**src/sv/tfcm_pkg.sv**
```systemverilog
// Package for the transfer-function colour map pipeline.
// Holds shared codes, reset values, inter-stage structs and the channel blend.
// No dependencies.
package tfcm_pkg;

  // Item modes
  localparam logic MODE_LOAD = 1'b0;
  localparam logic MODE_MAP  = 1'b1;

  // Configuration register indexes
  localparam int unsigned CFG_INDEX_W = 2;
  localparam logic [CFG_INDEX_W-1:0] CFG_MIN_VALUE  = 2'd0;
  localparam logic [CFG_INDEX_W-1:0] CFG_SCALE      = 2'd1;
  localparam logic [CFG_INDEX_W-1:0] CFG_TABLE_SIZE = 2'd2;

  // Register widths and reset values
  localparam int unsigned SIZE_W = 9;
  localparam logic signed [31:0] MIN_VALUE_RST  = 32'sd0;
  localparam logic [31:0]        SCALE_RST      = 32'd65536;
  localparam logic [SIZE_W-1:0]  TABLE_SIZE_RST = 9'd0;

  // Default table depth
  localparam int unsigned DEFAULT_TABLE_DEPTH = 256;

  // Transaction leaving the multiply stage
  typedef struct packed {
    logic        is_map;
    logic        neg;
    logic [63:0] pos;
    logic [7:0]  idx;
    logic [31:0] rgba;
  } mul_t;

  // Transaction leaving the table lookup stage
  typedef struct packed {
    logic        zero;
    logic [7:0]  frac;
    logic [31:0] lo;
    logic [31:0] hi;
  } lookup_t;

  // Blend one 8-bit channel with rounding: (lo*(256-f) + hi*f + 128) >> 8
  function automatic logic [7:0] blend_channel(input logic [7:0] lo, input logic [7:0] hi,
                                               input logic [7:0] frac);
    logic [16:0] acc;
    acc = 17'(lo) * (17'd256 - 17'(frac)) + 17'(hi) * 17'(frac) + 17'd128;
    return acc[15:8];
  endfunction

endpackage

```
**src/sv/tfcm_front.sv**
```systemverilog
// Front of the colour map pipeline: offset subtraction and Q16.16 scaling.
// Two register stages; depends on tfcm_pkg.
module tfcm_front import tfcm_pkg::*; (
  input  logic               clk,
  input  logic               rst_n,
  input  logic               in_valid,
  output logic               in_ready,
  input  logic               in_mode,
  input  logic [7:0]         in_entry_index,
  input  logic [31:0]        in_entry_rgba,
  input  logic signed [31:0] in_sample,
  input  logic signed [31:0] min_value,
  input  logic [31:0]        scale,
  output logic               mul_valid,
  output mul_t               mul_data,
  input  logic               mul_ready
);

  logic               v1_r, v2_r;
  logic               en1, en2;
  logic               mode1_r;
  logic [7:0]         idx1_r;
  logic [31:0]        rgba1_r;
  logic               neg1_r;
  logic [31:0]        diff1_r;
  logic signed [32:0] diff_nxt;
  logic [63:0]        prod;
  mul_t               mul_r, mul_nxt;

  // Advance a stage when it is empty or its successor takes the transaction
  assign en2      = !v2_r || mul_ready;
  assign en1      = !v1_r || en2;
  assign in_ready = en1;

  // Offset the sample; the sign of the 33-bit difference flags below-minimum
  assign diff_nxt = 33'(in_sample) - 33'(min_value);

  // Scale the non-negative difference into table position
  assign prod = 64'(diff1_r) * 64'(scale);

  always_comb begin
    mul_nxt.is_map = (mode1_r == MODE_MAP);
    mul_nxt.neg    = neg1_r;
    mul_nxt.pos    = prod;
    mul_nxt.idx    = idx1_r;
    mul_nxt.rgba   = rgba1_r;
  end

  // Valid bits
  always_ff @(posedge clk) begin
    if (!rst_n) begin
      v1_r <= 1'b0;
      v2_r <= 1'b0;
    end else begin
      if (en1) v1_r <= in_valid;
      if (en2) v2_r <= v1_r;
    end
  end

  // Payload registers
  always_ff @(posedge clk) begin
    if (en1) begin
      mode1_r <= in_mode;
      idx1_r  <= in_entry_index;
      rgba1_r <= in_entry_rgba;
      neg1_r  <= diff_nxt[32];
      diff1_r <= diff_nxt[31:0];
    end
    if (en2) mul_r <= mul_nxt;
  end

  assign mul_valid = v2_r;
  assign mul_data  = mul_r;

endmodule

```
**config.mk**
```make
export PLATFORM = sky130hd
export DESIGN_NAME = tfcm_front
export DESIGN_NICKNAME = d
export VERILOG_FILES = /design/src/sv/tfcm_pkg.sv /design/src/sv/tfcm_front.sv
export SDC_FILE = /design/constraint.sdc
export NUM_CORES = 2
export LEC_CHECK = 0
export ABC_AREA = 0
export BUFFER_PORTS_ARGS = -buffer_cell sky130_fd_sc_hd__buf_2
export CORE_AREA = 3 3 275 277
export DETAILED_ROUTE_END_ITERATION = 12
export DIE_AREA = 0 0 278 280
export GPL_ROUTABILITY_DRIVEN = 0
export HOLD_SLACK_MARGIN = 0.03
export PLACE_DENSITY = 0.75
export RECOVER_POWER = 100
export SYNTH_ARGS = -nofsm -noshare
export SYNTH_HDL_FRONTEND = slang
export SYNTH_SLANG_ARGS = --single-unit
```
**constraint.sdc**
```tcl
create_clock -name clk -period 10.15 [get_ports clk]
set_clock_uncertainty 0.15 [all_clocks]
set_input_delay 1.015 -clock clk [delete_from_list [all_inputs] [get_ports clk]]
set_output_delay 1.015 -clock clk [all_outputs]
set_load 0.005 [all_outputs]
```
==> metrics.md <==
| Metric | Value |
|---|---|
| Clk Latency, worst-skew pair | 0.45 ns |
| Yosys reg bits | 182 |
| Synth top area cells | fa_1 44%, edfxtp_1 13%, ha_1 9.1% |
| Hold path cells | 0 |
| Compound-Gate Fraction of Synth Area | 4.763% |
| Peak Freq | 109.9 MHz |
| Worst r2r src | diff1_r[7] |
| Crit path DAT | 9.15 ns |
| Tcrit/Tclk final | 89.63% |
| Hold Startpoint | rgba1_r[28] |
| Sequential-to-total area share from yosys stat | 13.49% |
| Hold Path End | mul_data[28] |
| Worst reg2reg endpoint | mul_data[97] |
| Die X | 278 µm |
| Setup TNS | 0 ns |
| Post-CTS setup buffer count | 0 |
| Post-CTS resize count | 0 |
| Number of synthesized flops with an enable pin | 180 |
| Global-route wire length before repair | 165.3 mm |
| Failing checks | max-capacitance violations, max-slew violations |
| Finished layout cell area | 42770 µm² |
| Layout cell share with drive strength beyond 1 | 5.685% |
| Reg2reg setup slack | 1.59 ns |
| Synth area leader | fa_1 |
| Peak fanout along the critical path | 32 |
| Max Cap Viol | 4 |
| CTS sink count | 182 |
| RSZ-0062 raised after global routing | false |
| Rel. slew slack | -129.7% |
| 1st-iter DRT viols | 1973 |
| First-pass DRT Iterations | 6 |
| Type of the worst setup path | input port to flip-flop |
| Worst Setup End Kind | flip-flop |
| Vias in the first global route | 31.30k |
| Clock-pin slew on the worst setup and hold paths | 0.09 ns |
| Via count | 28.62k |
| Gr usage total | 27.18% |
| Htree depth | 4 |
| CP startpoint kind | input port |
| DP Cell Count | 5149 |
| Pin count of the biggest net entering global routing | 76 |
| Hold Path Class | flip-flop to flip-flop |
| Clock buffer depth | 2 |
| Fin nets | 5542 |
| DIE AREA | 77840 µm² |
| FP Rows | 99 |
| Root Buffer | clkbuf_16 |
| # setup viols final | 0 |
| Final WS setup | 1.053 ns |
| Routed WL | 100.8 mm |
| Number of buffers created by CTS | 17 |
| Initial antenna violation count | 2 |
| Critical Path RT | 10.20 ns |
| Core area | 73080 µm² |
| Avg Inst Size Synth | 9.788 µm² |
| Unique cell type count in the Yosys netlist | 60 |
| Final hold viol count | 0 |
| Highest-count cells in the layout ignoring fill and taps | 912 x inv_1, 897 x fa_1, 574 x and2_1, 511 x nand2_1, 295 x ha_1 |
| DRT antenna net count | 0 |
| Vias per cell | 5.521 |
| I/O Buffers | 248 |
| # DRC | 0 |
| Mux cell area share after synthesis | 0% |
| Synth Cell Area | 40370 µm² |
| Syn Nets | 5458 |
| Worst-Margin Slew | 3.446 ns |
| Largest family of logic cells by synthesized area | adder cells |
| Initial Util | 55.24% |
| Detail Placement HPWL | 81.15 mm |
| Pins Over Slew Limit | 218 |
| Area growth from synthesis to layout | 5.935% |
| Most used flip-flop cell after synthesis | edfxtp_1 |
| Hold Buf Count CTS | 0 |
| Commonest non-fill, non-tap cell in the layout | inv_1 |
| Simple-Gate Fraction of Synth Area | 15.62% |
| Final Critical Period | 9.097 ns |
| Avg WL per Cell | 19.44 µm |
| Die height | 280 µm |
| Post-synthesis xor/xnor area fraction | 1.974% |
| Reg2reg path depth | 25 |
| Placed Area | 42270 µm² |
| Grt total ovfl | 0 |
| IO Count | 249 |
| Status | finished with violations |
| Top-area cell type share of the netlist area | 44.48% |
| Dpl ws | 1.296 ns |
| Non-Filler Instances | 5184 |
| Warnings from Yosys | 0 |
| TritonCTS clock tree | built |
| Asr flop ratio synth | 0% |
| Adder-cell share of the synthesized area | 53.62% |
| Gate Count Post-Synth | 4125 |
==> cell usage after synthesis, drive strengths merged, types with 3 or more instances <==
cell,number
inv,913
nand4,20
a21boi,4
edfxtp,180
clkbuf,218
nor4,3
a21oi,92
o21ai,48
and4,3
nand2,511
a211oi,8
o21a,9
o31ai,5
o211ai,8
or4,3
fa,897
nand2b,8
a31o,4
a21o,54
a31oi,17
xor2,32
and2,581
and3,15
a221oi,3
nor2,43
o21bai,14
nor3,13
a311oi,4
ha,295
nand3,15
xnor2,59
nor2b,13
==> metal layers <==
metal | wire length [µm] | GRT usage, % | up-vias
met5 | 0 | 0 | -
met4 | 4825 | 11.28 | 0
met3 | 5036 | 2.796 | 269
met2 | 54650 | 50.50 | 968
met1 | 36280 | 32.27 | 14936
li1 | - | - | 12450
==> per-stage QoR <==
step | utilization (%) | hold WS, ns
2_1_floorplan | - | 0.2503
3_3_place_gp | 57.84 | 0.2501
3_5_place_dp | 57.84 | 0.2545
4_1_cts | 58.71 | 0.2713
5_1_grt | 58.51 | 0.2765
6_report | 58.52 | 0.2721
==> layout make-up <==
class | instances | area [µm²]
fillers | 6264 | 30310
clock buffers | 17 | 425.4
well taps | 959 | 1200
inverters | 913 | 3428
repair buffers | 285 | 1410
clock inverters | 15 | 206.4
multi-input cells | 2810 | 30650
diodes | 3 | 7.507
flip-flops and latches | 182 | 5445
==> cell families after synthesis <==
logic type,count (synthesis)
AOI/OAI and AO/OA,294
adders and majority gates,1192
and+or+nand+nor,1233
DFF,182
xor gates and xnor gates,91
buffers and inverters,1133
==> registers in the layout, indices dropped and copies added (netlist names) <==
register / cells
rgba1_r: 32
mode1_r: 1
mul_valid: 1
neg1_r: 1
v1_r: 1
idx1_r: 8
mul_data: 106
diff1_r: 32
==> critical path, stage by stage <==
cell,delay (ns)
clkbuf_1,0.96
and2_0,0.28
fa_1,0.40
inv_1,0.08
fa_1,0.42
fa_1,0.49
fa_1,0.55
inv_1,0.05
fa_1,0.51
inv_1,0.06
fa_1,0.53
inv_1,0.05
fa_1,0.50
fa_1,0.44
ha_1,0.37
a21oi_1,0.15
o21ai_0,0.18
a31oi_1,0.21
nor2b_1,0.06
a31oi_1,0.50
o21ai_0,0.35
o21ai_0,0.58
o21ai_0,0.23
xnor2_1,0.17
==> how the worst max path moves through the flow <==
stage,from,endpoint,cells past startpoint
6_report,scale[2],mul_data[97],24
5_1_grt,scale[2],mul_data[97],24
4_1_cts,scale[8],mul_data[97],24
3_5_place_dp,scale[8],mul_data[101],24
3_3_place_gp,scale[8],mul_data[101],22
2_1_floorplan,scale[2],mul_data[91],24
Power is left out: the tool's default activity adds up to more than one toggle a clock period on the data nets, which glitch-free logic cannot reach.
