## src/sv/tfcm_pkg.sv

```systemverilog
// Package for the transfer-function colour map pipeline.
// Holds shared codes, reset values, inter-stage structs and the channel blend.
// No dependencies.
package tfcm_pkg;

  // Item modes
  localparam logic MODE_LOAD = 1'b0;
  localparam logic MODE_MAP  = 1'b1;

  // Configuration register indexes
  localparam int unsigned CFG_INDEX_W = 2;
  localparam logic [CFG_INDEX_W-1:0] CFG_MIN_VALUE  = 2'd0;
  localparam logic [CFG_INDEX_W-1:0] CFG_SCALE      = 2'd1;
  localparam logic [CFG_INDEX_W-1:0] CFG_TABLE_SIZE = 2'd2;

  // Register widths and reset values
  localparam int unsigned SIZE_W = 9;
  localparam logic signed [31:0] MIN_VALUE_RST  = 32'sd0;
  localparam logic [31:0]        SCALE_RST      = 32'd65536;
  localparam logic [SIZE_W-1:0]  TABLE_SIZE_RST = 9'd0;

  // Default table depth
  localparam int unsigned DEFAULT_TABLE_DEPTH = 256;

  // Transaction leaving the multiply stage
  typedef struct packed {
    logic        is_map;
    logic        neg;
    logic [63:0] pos;
    logic [7:0]  idx;
    logic [31:0] rgba;
  } mul_t;

  // Transaction leaving the table lookup stage
  typedef struct packed {
    logic        zero;
    logic [7:0]  frac;
    logic [31:0] lo;
    logic [31:0] hi;
  } lookup_t;

  // Blend one 8-bit channel with rounding: (lo*(256-f) + hi*f + 128) >> 8
  function automatic logic [7:0] blend_channel(input logic [7:0] lo, input logic [7:0] hi,
                                               input logic [7:0] frac);
    logic [16:0] acc;
    acc = 17'(lo) * (17'd256 - 17'(frac)) + 17'(hi) * 17'(frac) + 17'd128;
    return acc[15:8];
  endfunction

endpackage

```

## src/sv/tfcm_blend.sv

```systemverilog
// Output stage of the colour map: per-channel linear blend and result register.
// Depends on tfcm_pkg for the blend function and lookup struct.
module tfcm_blend import tfcm_pkg::*; (
  input  logic       clk,
  input  logic       rst_n,
  input  logic       lk_valid,
  input  lookup_t    lk_data,
  output logic       lk_ready,
  output logic       out_valid,
  input  logic       out_ready,
  output logic [7:0] out_red,
  output logic [7:0] out_green,
  output logic [7:0] out_blue,
  output logic [7:0] out_alpha
);

  logic       v4_r;
  logic       en4;
  logic [7:0] red_r, green_r, blue_r, alpha_r;
  logic [7:0] red_nxt, green_nxt, blue_nxt, alpha_nxt;

  assign en4      = !v4_r || out_ready;
  assign lk_ready = en4;

  // Blend each channel; a below-minimum sample or empty table gives zero colour
  always_comb begin
    if (lk_data.zero) begin
      red_nxt   = 8'd0;
      green_nxt = 8'd0;
      blue_nxt  = 8'd0;
      alpha_nxt = 8'd0;
    end else begin
      red_nxt   = blend_channel(lk_data.lo[31:24], lk_data.hi[31:24], lk_data.frac);
      green_nxt = blend_channel(lk_data.lo[23:16], lk_data.hi[23:16], lk_data.frac);
      blue_nxt  = blend_channel(lk_data.lo[15:8],  lk_data.hi[15:8],  lk_data.frac);
      alpha_nxt = blend_channel(lk_data.lo[7:0],   lk_data.hi[7:0],   lk_data.frac);
    end
  end

  // Result valid
  always_ff @(posedge clk) begin
    if (!rst_n) v4_r <= 1'b0;
    else if (en4) v4_r <= lk_valid;
  end

  // Result payload
  always_ff @(posedge clk) begin
    if (en4) begin
      red_r   <= red_nxt;
      green_r <= green_nxt;
      blue_r  <= blue_nxt;
      alpha_r <= alpha_nxt;
    end
  end

  assign out_valid = v4_r;
  assign out_red   = red_r;
  assign out_green = green_r;
  assign out_blue  = blue_r;
  assign out_alpha = alpha_r;

`ifndef SYNTH
  // Zero-colour transactions leave as black
  a_zero_black: assert property (@(posedge clk) disable iff (!rst_n)
    (en4 && lk_valid && lk_data.zero) |=>
      (red_r == 8'd0 && green_r == 8'd0 && blue_r == 8'd0 && alpha_r == 8'd0))
    else $error("zero-colour transaction produced colour");
`endif

endmodule

```

## config.mk

```make
export PLATFORM = sky130hd
export DESIGN_NAME = tfcm_blend
export DESIGN_NICKNAME = d
export VERILOG_FILES = /design/src/sv/tfcm_pkg.sv /design/src/sv/tfcm_blend.sv
export SDC_FILE = /design/constraint.sdc
export NUM_CORES = 1
export LEC_CHECK = 0
export ABC_AREA = 0
export BUFFER_PORTS_ARGS = -buffer_cell sky130_fd_sc_hd__buf_2
export CORE_MARGIN = 8
export CORE_UTILIZATION = 49
export DETAILED_ROUTE_END_ITERATION = 10
export GPL_ROUTABILITY_DRIVEN = 1
export PLACE_DENSITY = 0.76
export SETUP_SLACK_MARGIN = 0.4
export SYNTH_ARGS = -nofsm -noshare
export SYNTH_HDL_FRONTEND = slang
export SYNTH_SLANG_ARGS = --single-unit
```

## constraint.sdc

```tcl
create_clock -name clk -period 9.9 [get_ports clk]
set_input_delay 1.485 -clock clk [delete_from_list [all_inputs] [get_ports clk]]
set_output_delay 1.485 -clock clk [all_outputs]
set_load 0.01 [all_outputs]
```

==> results of run 1 <==
-- cell type report --
cell class / count / area, µm² / share of cell area (%)
antenna: 6 / 15.0 / 0.0736
sequential: 33 / 981 / 4.81
clock buffer: 8 / 136 / 0.669
tap: 518 / 648 / 3.18
timing repair buffer: 129 / 693 / 3.40
inverter: 567 / 2130 / 10.4
multi-input combinational: 1419 / 15800 / 77.4
-- kinds of logic after synthesis --
kind of cell,count (synthesis),synth area share [%]
adders and majority gates,666,59.3
buffers and inverters,637,12.6
and+or+nand+nor,625,17.5
AOI/OAI and AO/OA,69,2.83
xor gates and xnor gates,59,2.70
DFF,33,5.13
-- worst max-delay path, cell delays in order --
cell	delay, ns
buf_2	0.16
nor3_1	0.28
nand3_1	0.24
xor2_2	0.83
buf_4	0.39
and2_1	0.19
fa_1	0.40
inv_1	0.09
fa_1	0.41
fa_1	0.52
inv_1	0.06
fa_1	0.48
fa_1	0.49
inv_1	0.05
fa_1	0.47
inv_1	0.04
ha_1	0.18
or4_4	0.57
a221oi_4	0.45
o21ai_0	0.19
xnor2_1	0.16
nor2_1	0.05
-- final timing paths --
path / endpoint / slack [ns]
worst max-delay path: out_green[6]$_SDFFCE_PP0P_ / 1.74
worst min-delay path: out_green[4]$_SDFFCE_PP0P_ / 0.91
worst max register to register: out_red[6]$_SDFFCE_PP0P_ / 8.67
worst min register to register: out_green[4]$_SDFFCE_PP0P_ / 0.91
-- placed cells by master, fill, tap and decap left out, types with 5 or more instances in the layout --
master / n
a21o_1: 8
a21oi_1: 16
and2_1: 354
buf_2: 110
buf_4: 19
clkbuf_16: 5
diode_2: 6
edfxtp_1: 32
fa_1: 400
ha_1: 266
inv_1: 567
nand2_1: 192
nand4_1: 10
nor2_1: 32
nor2b_1: 5
nor3_1: 16
o21a_1: 6
o21ai_0: 12
xnor2_1: 34
xor2_1: 19
-- sequential cells by signal, summed over array words and instances, names as in the netlist --
signal and count:
out_red 8, out_valid 1, out_blue 8, out_green 8, out_alpha 8
-- per-layer routing --
layer  vias up  wire (µm)
li1       6234          -
met3        69       2940
met5         -         13
met1      6848      19800
met2       437      20800
met4         2       1220
-- per-stage QoR --
stage | util, % | std cells | cell area, µm² | hold slack (ns) | setup slack, ns
3_3_place_gp | 52.5 | 2666 | 20200 | 0.923 | 1.62
3_5_place_dp | 52.5 | 2666 | 20200 | 0.942 | 1.42
4_1_cts | 52.9 | 2674 | 20400 | 0.953 | 1.73
5_1_grt | 52.9 | 2680 | 20400 | 0.975 | 1.35
2_1_floorplan | - | 2089 | 19100 | 1.37 | 2.50
6_report | 52.9 | 2680 | 20400 | 0.912 | 1.74
-- where the power goes --
| part | leakage, nW | internal (mW) | total, mW | switching, mW |
|---|---|---|---|---|
| Combinational | 10.4 | 2.66 | 6.16 | 3.49 |
| Clock | 0.0652 | 0.0942 | 0.171 | 0.0767 |
| Sequential | 0.365 | 0.358 | 0.379 | 0.0211 |
==> summary.txt, run 1 <==
Run status
  • Run status: finished, final reports clean

Clocking
  • Post-CTS setup repair buffer count: 0
  • Resized cells post-CTS: 0
  • Maximum clock insertion buffer count: 2
  • Number of clock buffers inserted by TritonCTS: 5
  • Clock tree from TritonCTS: yes
  • Maximum level of the CTS H-tree: 2
  • Number of buffers inserted for hold repair after clock tree synthesis: 0
  • Clock sinks: 33
  • Master cell of the clock root buffer: clkbuf_16
  • Skew-Pair Late Insertion Delay: just over 0.3 ns
  • Clock-pin slew of the registers on the worst-case setup and hold paths: about 0.070 ns

Power
  • Pwr Total: 6.71 mW
  • Power density over the cells: ~330 mW/mm²
  • Leakage power of the design: 10.9 nW
  • Maximum vdd drop: a little over 0.4 mV

Synthesis
  • Number of flops mapped to enable cells by yosys: 32
  • Post-synth top cells: inv_1 (567), fa_1 (400), and2_1 (354)
  • Portion of synthesized cell area occupied by the leading cell type: 41.9%
  • Post-synthesis instance area: about 0.019 mm²
  • Count of cell types in the netlist: 47
  • Most common cell in the netlist: inv_1
  • Sequential element share of the synthesized area: 5.13%
  • Count of mapped cells out of synthesis: 2089
  • Proportion of register bits with asynchronous set or reset after synthesis: 0%
  • Library cell with the largest summed area after synthesis: fa_1
  • Register bit total from synthesis: 33
  • Leading cell types by total area after synthesis: fa_1 (42%), ha_1 (17%), and2_1 (12%)
  • Average cell area after synthesis: 9.15 µm²
  • Synth warnings: 0
  • Synth Flop Type: edfxtp_1
  • Net count after synthesis: 2832

Timing
  • Count of final max-slew check failures: 0
  • Final count of hold timing violations: 0
  • Unrepaired setup endpoints after global routing: no
  • Crit path time final: 8.16 ns
  • Actual slew at the worst max-slew pin: 1.00 ns
  • Fmax: 123 MHz
  • Count of endpoints failing setup in the final report: 0
  • Final worst-path cycle share: 82.4%
  • Post-route clock skew: 0.00671 ns
  • Accumulated negative setup slack: 0 ns
  • Worst slew slack as a fraction of its limit: 33.2%

Setup path
  • Data required time of the critical path: 9.93 ns
  • Worst-path fanout max: 17
  • Arrival time of the worst setup path: 8.19 ns
  • Startpoint kind of the worst setup timing path: input port
  • Critical path type: in -> reg
  • Beginning of the worst register-to-register path: out_valid$_SDFFE_PN0P_
  • Element type at the critical path end: flop
  • Number of cells on the worst reg-to-reg path: 2
  • CP Launch Point: lk_data[68]

Job
  • Count of maximum capacitance violations: 0

Routing
  • Vias after detailed routing: around 14000
  • First-pass detailed-route iteration total: 5
  • Post-detailed-route wirelength per cell: about 17 µm
  • Final Routed Wirelength: 44.8 mm
  • Vias/cell: 5.07
  • Detailed Route Iter0 Violations: about 870
  • Number of remaining DRC errors: 0
  • Antenna-violating nets left: 0

Floorplanning
  • Core area: 0.0386 mm²
  • Area of the die: roughly 0.046 mm²
  • Total number of placement rows: 72
  • Effective utilization at floorplan: between 40 and 50%
  • Boundary pin count: roughly 110
  • Horiz. Die Dim: 214 µm
  • Die Y: 214 µm

Placement
  • Post-detailed-placement half-perimeter wirelength: about 36 mm
  • Final Wtd Congestion: ~0.84
  • Port Buffer Count: 110

GRT
  • Number of antenna violations at the first check in global routing: 7
  • Busiest layer in global routing: met2
  • Met1 Resource Use GR: 28.9%
  • Combined global-route utilization of all metal layers: 21.1%
  • Via count of the first global-routing pass: ~15000
  • Maximum number of pins on one net before global-route repair: between 60 and 70
  • Global-route wire length before repair: 76.7 mm
  • Global-route met3 utilization: slightly above 3%
  • Global-route met2 utilization: 34.2%
  • Total congestion overflow: 0

Hold path
  • Min-Delay Path Depth: 2
  • Type of the worst min-delay path: reg -> reg
  • Hold path startpoint: out_valid$_SDFFE_PN0P_

Layout
  • Filler instances: 3498
  • Layout cells sized above 1: 7.24%
  • Final #Nets: 2898
  • Synthesis-to-finish area growth: 6.67%
Note: power is estimated with default switching activity, not from simulation.
==> run 2, diff against run 1 <==
--- a/config.mk
+++ b/config.mk
@@ -11,7 +11,7 @@
 export CORE_UTILIZATION = 49
 export DETAILED_ROUTE_END_ITERATION = 10
 export GPL_ROUTABILITY_DRIVEN = 1
-export PLACE_DENSITY = 0.76
+export PLACE_DENSITY = 0.79
 export SETUP_SLACK_MARGIN = 0.4
 export SYNTH_ARGS = -nofsm -noshare
 export SYNTH_HDL_FRONTEND = slang
==> constraint.sdc (replaced) <==
create_clock -name clk -period 7 [get_ports clk]
set_input_delay 1.05 -clock clk [delete_from_list [all_inputs] [get_ports clk]]
set_output_delay 1.05 -clock clk [all_outputs]
set_load 0.01 [all_outputs]
==> run 2 against run 1 <==
  * Routed wire length increased by 8.5%
  * First-iteration DRC count increased by 4.4%
  * Hold slack improved by 0.059 ns
  * Non-clock buffer count increased by 91
  * Global-route usage increased by 0.47 points
  * Sequential cell count unchanged
  * Final cell count increased by 3.4%
  * Critical path type unchanged
  * Highest routed layer unchanged
==> summary.txt, run 2 (synthesized netlist as in run 1, its figures left out) <==
Setup path
  • Beginning of the worst register-to-register path: out_valid$_SDFFE_PN0P_ (unchanged)
  • Critical path type: in -> reg (unchanged)
  • Element type at the critical path end: flop (unchanged)
  • Register-to-Register Setup Slack: 5.72 ns (was 8.67 ns)
  • Data required time of the critical path: 7.04 ns (was 9.93 ns)
  • Arrival time of the worst setup path: 6.81 ns (was 8.19 ns)
  • Worst-path fanout max: 5 (was 17)
  • Startpoint kind of the worst setup timing path: input port (unchanged)
  • CP Launch Point: lk_data[65] (was lk_data[68])

Timing
  • Unrepaired setup endpoints after global routing: yes (was no)
  • Final count of hold timing violations: 0 (unchanged)
  • Worst Slack Setup Final: 0.229 ns (was 1.74 ns)
  • Fmax: 148 MHz
  • Crit path time final: 6.77 ns
  • Final worst-path cycle share: roughly 97%
  • Post-route clock skew: 0.00922 ns (was 0.00671 ns)
  • Accumulated negative setup slack: 0 ns (unchanged)
  • Worst slew slack as a fraction of its limit: 42.9% (was 33.2%)
  • Count of endpoints failing setup in the final report: 0 (unchanged)
  • Count of final max-slew check failures: 0 (unchanged)
  • Actual slew at the worst max-slew pin: 0.857 ns (was 1.00 ns)

Hold path
  • Type of the worst min-delay path: reg -> reg (unchanged)
  • Hold path startpoint: out_valid$_SDFFE_PN0P_ (unchanged)

Clocking
  • Clock tree from TritonCTS: yes (unchanged)
  • Number of buffers inserted for hold repair after clock tree synthesis: 0 (unchanged)
  • Clock sinks: 33 (unchanged)
  • Number of clock buffers inserted by TritonCTS: 5 (unchanged)
  • Maximum level of the CTS H-tree: 2 (unchanged)
  • Maximum clock insertion buffer count: 2 (unchanged)
  • Master cell of the clock root buffer: clkbuf_16 (unchanged)
  • Skew-Pair Late Insertion Delay: 0.32 ns (was 0.31 ns)
  • Clock-pin slew of the registers on the worst-case setup and hold paths: 0.07 ns (about the same)

Floorplanning
  • Total number of placement rows: 72 (unchanged)
  • Effective utilization at floorplan: 49.6% (unchanged)
  • Die Y: 214 µm (unchanged)
  • Area of the die: 0.0456 mm² (unchanged)
  • Boundary pin count: 111 (unchanged)
  • Horiz. Die Dim: 214 µm (unchanged)
  • Core area: 0.0386 mm² (unchanged)

GRT
  • Total congestion overflow: 0 (unchanged)
  • Maximum number of pins on one net before global-route repair: 46 (was 62)
  • Number of antenna violations at the first check in global routing: 10 (was 7)
  • Combined global-route utilization of all metal layers: 21.6% (was 21.1%)
  • Via count of the first global-routing pass: 16089 (was 15290)
  • Global-route wire length before repair: 78.3 mm (was 76.7 mm)

Routing
  • Post-detailed-route wirelength per cell: 17.5 µm (was 16.7 µm)
  • Detailed Route Iter0 Violations: 906 (was 868)
  • Vias after detailed routing: 14412 (was 13590)
  • Antenna-violating nets left: 0 (unchanged)
  • Vias/cell: 5.20 (was 5.07)
  • First-pass detailed-route iteration total: 6 (was 5)
  • Final Routed Wirelength: 48.6 mm (was 44.8 mm)
  • Number of remaining DRC errors: 0 (unchanged)

Layout
  • Design area: 0.0218 mm² (was 0.0204 mm²)
  • Final #Nets: 2989 (was 2898)
  • Layout cells sized above 1: 15.0% (was 7.24%)
  • Filler instances: 3241 (was 3498)
  • Synthesis-to-finish area growth: 14.0% (was 6.67%)
  • Most common cell after layout, fill and taps aside: inv_1 (unchanged)
  • Commonest cells after routing, fill and taps aside: inv_1 (554), fa_1 (389), and2_1 (346), ha_1 (248), nand2_1 (189) (was inv_1 (567), fa_1 (400), and2_1 (354), ha_1 (266), nand2_1 (192))

Placement
  • Post-detailed-placement half-perimeter wirelength: 38.4 mm (was 36.3 mm)
  • Final Wtd Congestion: 0.873 (was 0.845)
  • Port Buffer Count: 110 (unchanged)
  • Setup WS pre-CTS: -0.129 ns (was 1.42 ns)
  • Placed cell area: 0.0208 mm² (was 0.0202 mm²)

Job
  • Count of maximum capacitance violations: 0 (unchanged)

Run status
  • Run status: finished, final reports clean (unchanged)
-- run 2: cell count changes in the layout (fill, tap and decap cells not counted), moves of 13 or more --
| cell | before | now |
|---|---|---|
| inv_1 | 567 | 554 |
| buf_6 | 0 | 15 |
| ha_4 | 0 | 13 |
| buf_4 | 19 | 88 |
| ha_1 | 266 | 248 |
-- run 2: final timing paths --
path,to,cells after the start
worst min-delay path,out_blue[3]$_SDFFCE_PP0P_,2
worst max-delay path,out_blue[6]$_SDFFCE_PP0P_,26
worst min register to register,out_blue[3]$_SDFFCE_PP0P_,2
worst max register to register,out_red[6]$_SDFFCE_PP0P_,2
-- run 2: per-layer routing --
layer  up-vias  track usage (%)  part of all wire (%)
met4         8             8.91                   4.3
li1       6407                -                     -
met1      7240             26.3                    38
met3       175             3.71                   7.3
met5         -                0                 0.091
met2       582             37.6                    50
-- run 2: repair_timing --
item                                    CTS  global route
pin swaps                                25            43
endpoints found under the setup margin   18            26
resized for setup                        21           101
buffers inserted                          7            35
gates cloned                              0             2
-- run 2: area by class of cell --
class                           instances  area [µm²]  share of cell area (%)
Antenna cell                            7        17.5                  0.0804
Clock buffer                            5         125                   0.574
Clock inverter                          3        12.5                  0.0574
Inverter                              567        2130                    9.79
Multi-Input combinational cell       1419       16300                    74.8
Sequential cell                        33         981                    4.50
Tap cell                              518         648                    2.97
Timing Repair Buffer                  220        1570                    7.19
-- run 2: metrics by stage --
stage | std cells | hold WS [ns] | util, %
floorplan | 2089 | 1.19 | -
global placement | 2713 | 0.949 | 54.0
detailed placement | 2713 | 0.971 | 54.0
CTS | 2728 | 0.972 | 54.7
global route | 2771 | 0.987 | 56.5
finish | 2772 | 0.970 | 56.5
-- run 2: worst max-delay path, cell delays in order --
cell     delay [ns]
buf_4          0.14
inv_4          0.07
ha_4           0.17
nand2_4        0.07
xor2_4         0.16
buf_6          0.12
buf_8          0.12
buf_4          0.13
and2_1         0.17
fa_1           0.52
inv_2          0.05
fa_1           0.54
inv_1          0.05
fa_1           0.49
fa_1           0.45
fa_1           0.53
inv_1          0.07
fa_1           0.50
inv_2          0.05
ha_4           0.16
or3_4          0.38
o211a_4        0.31
buf_4          0.16
a21oi_2        0.14
xor2_1         0.16
nor2_1         0.06
Power of run 2 is not shown: default switching activity piles up to over one toggle a cycle in this logic, so the estimate is an artifact.
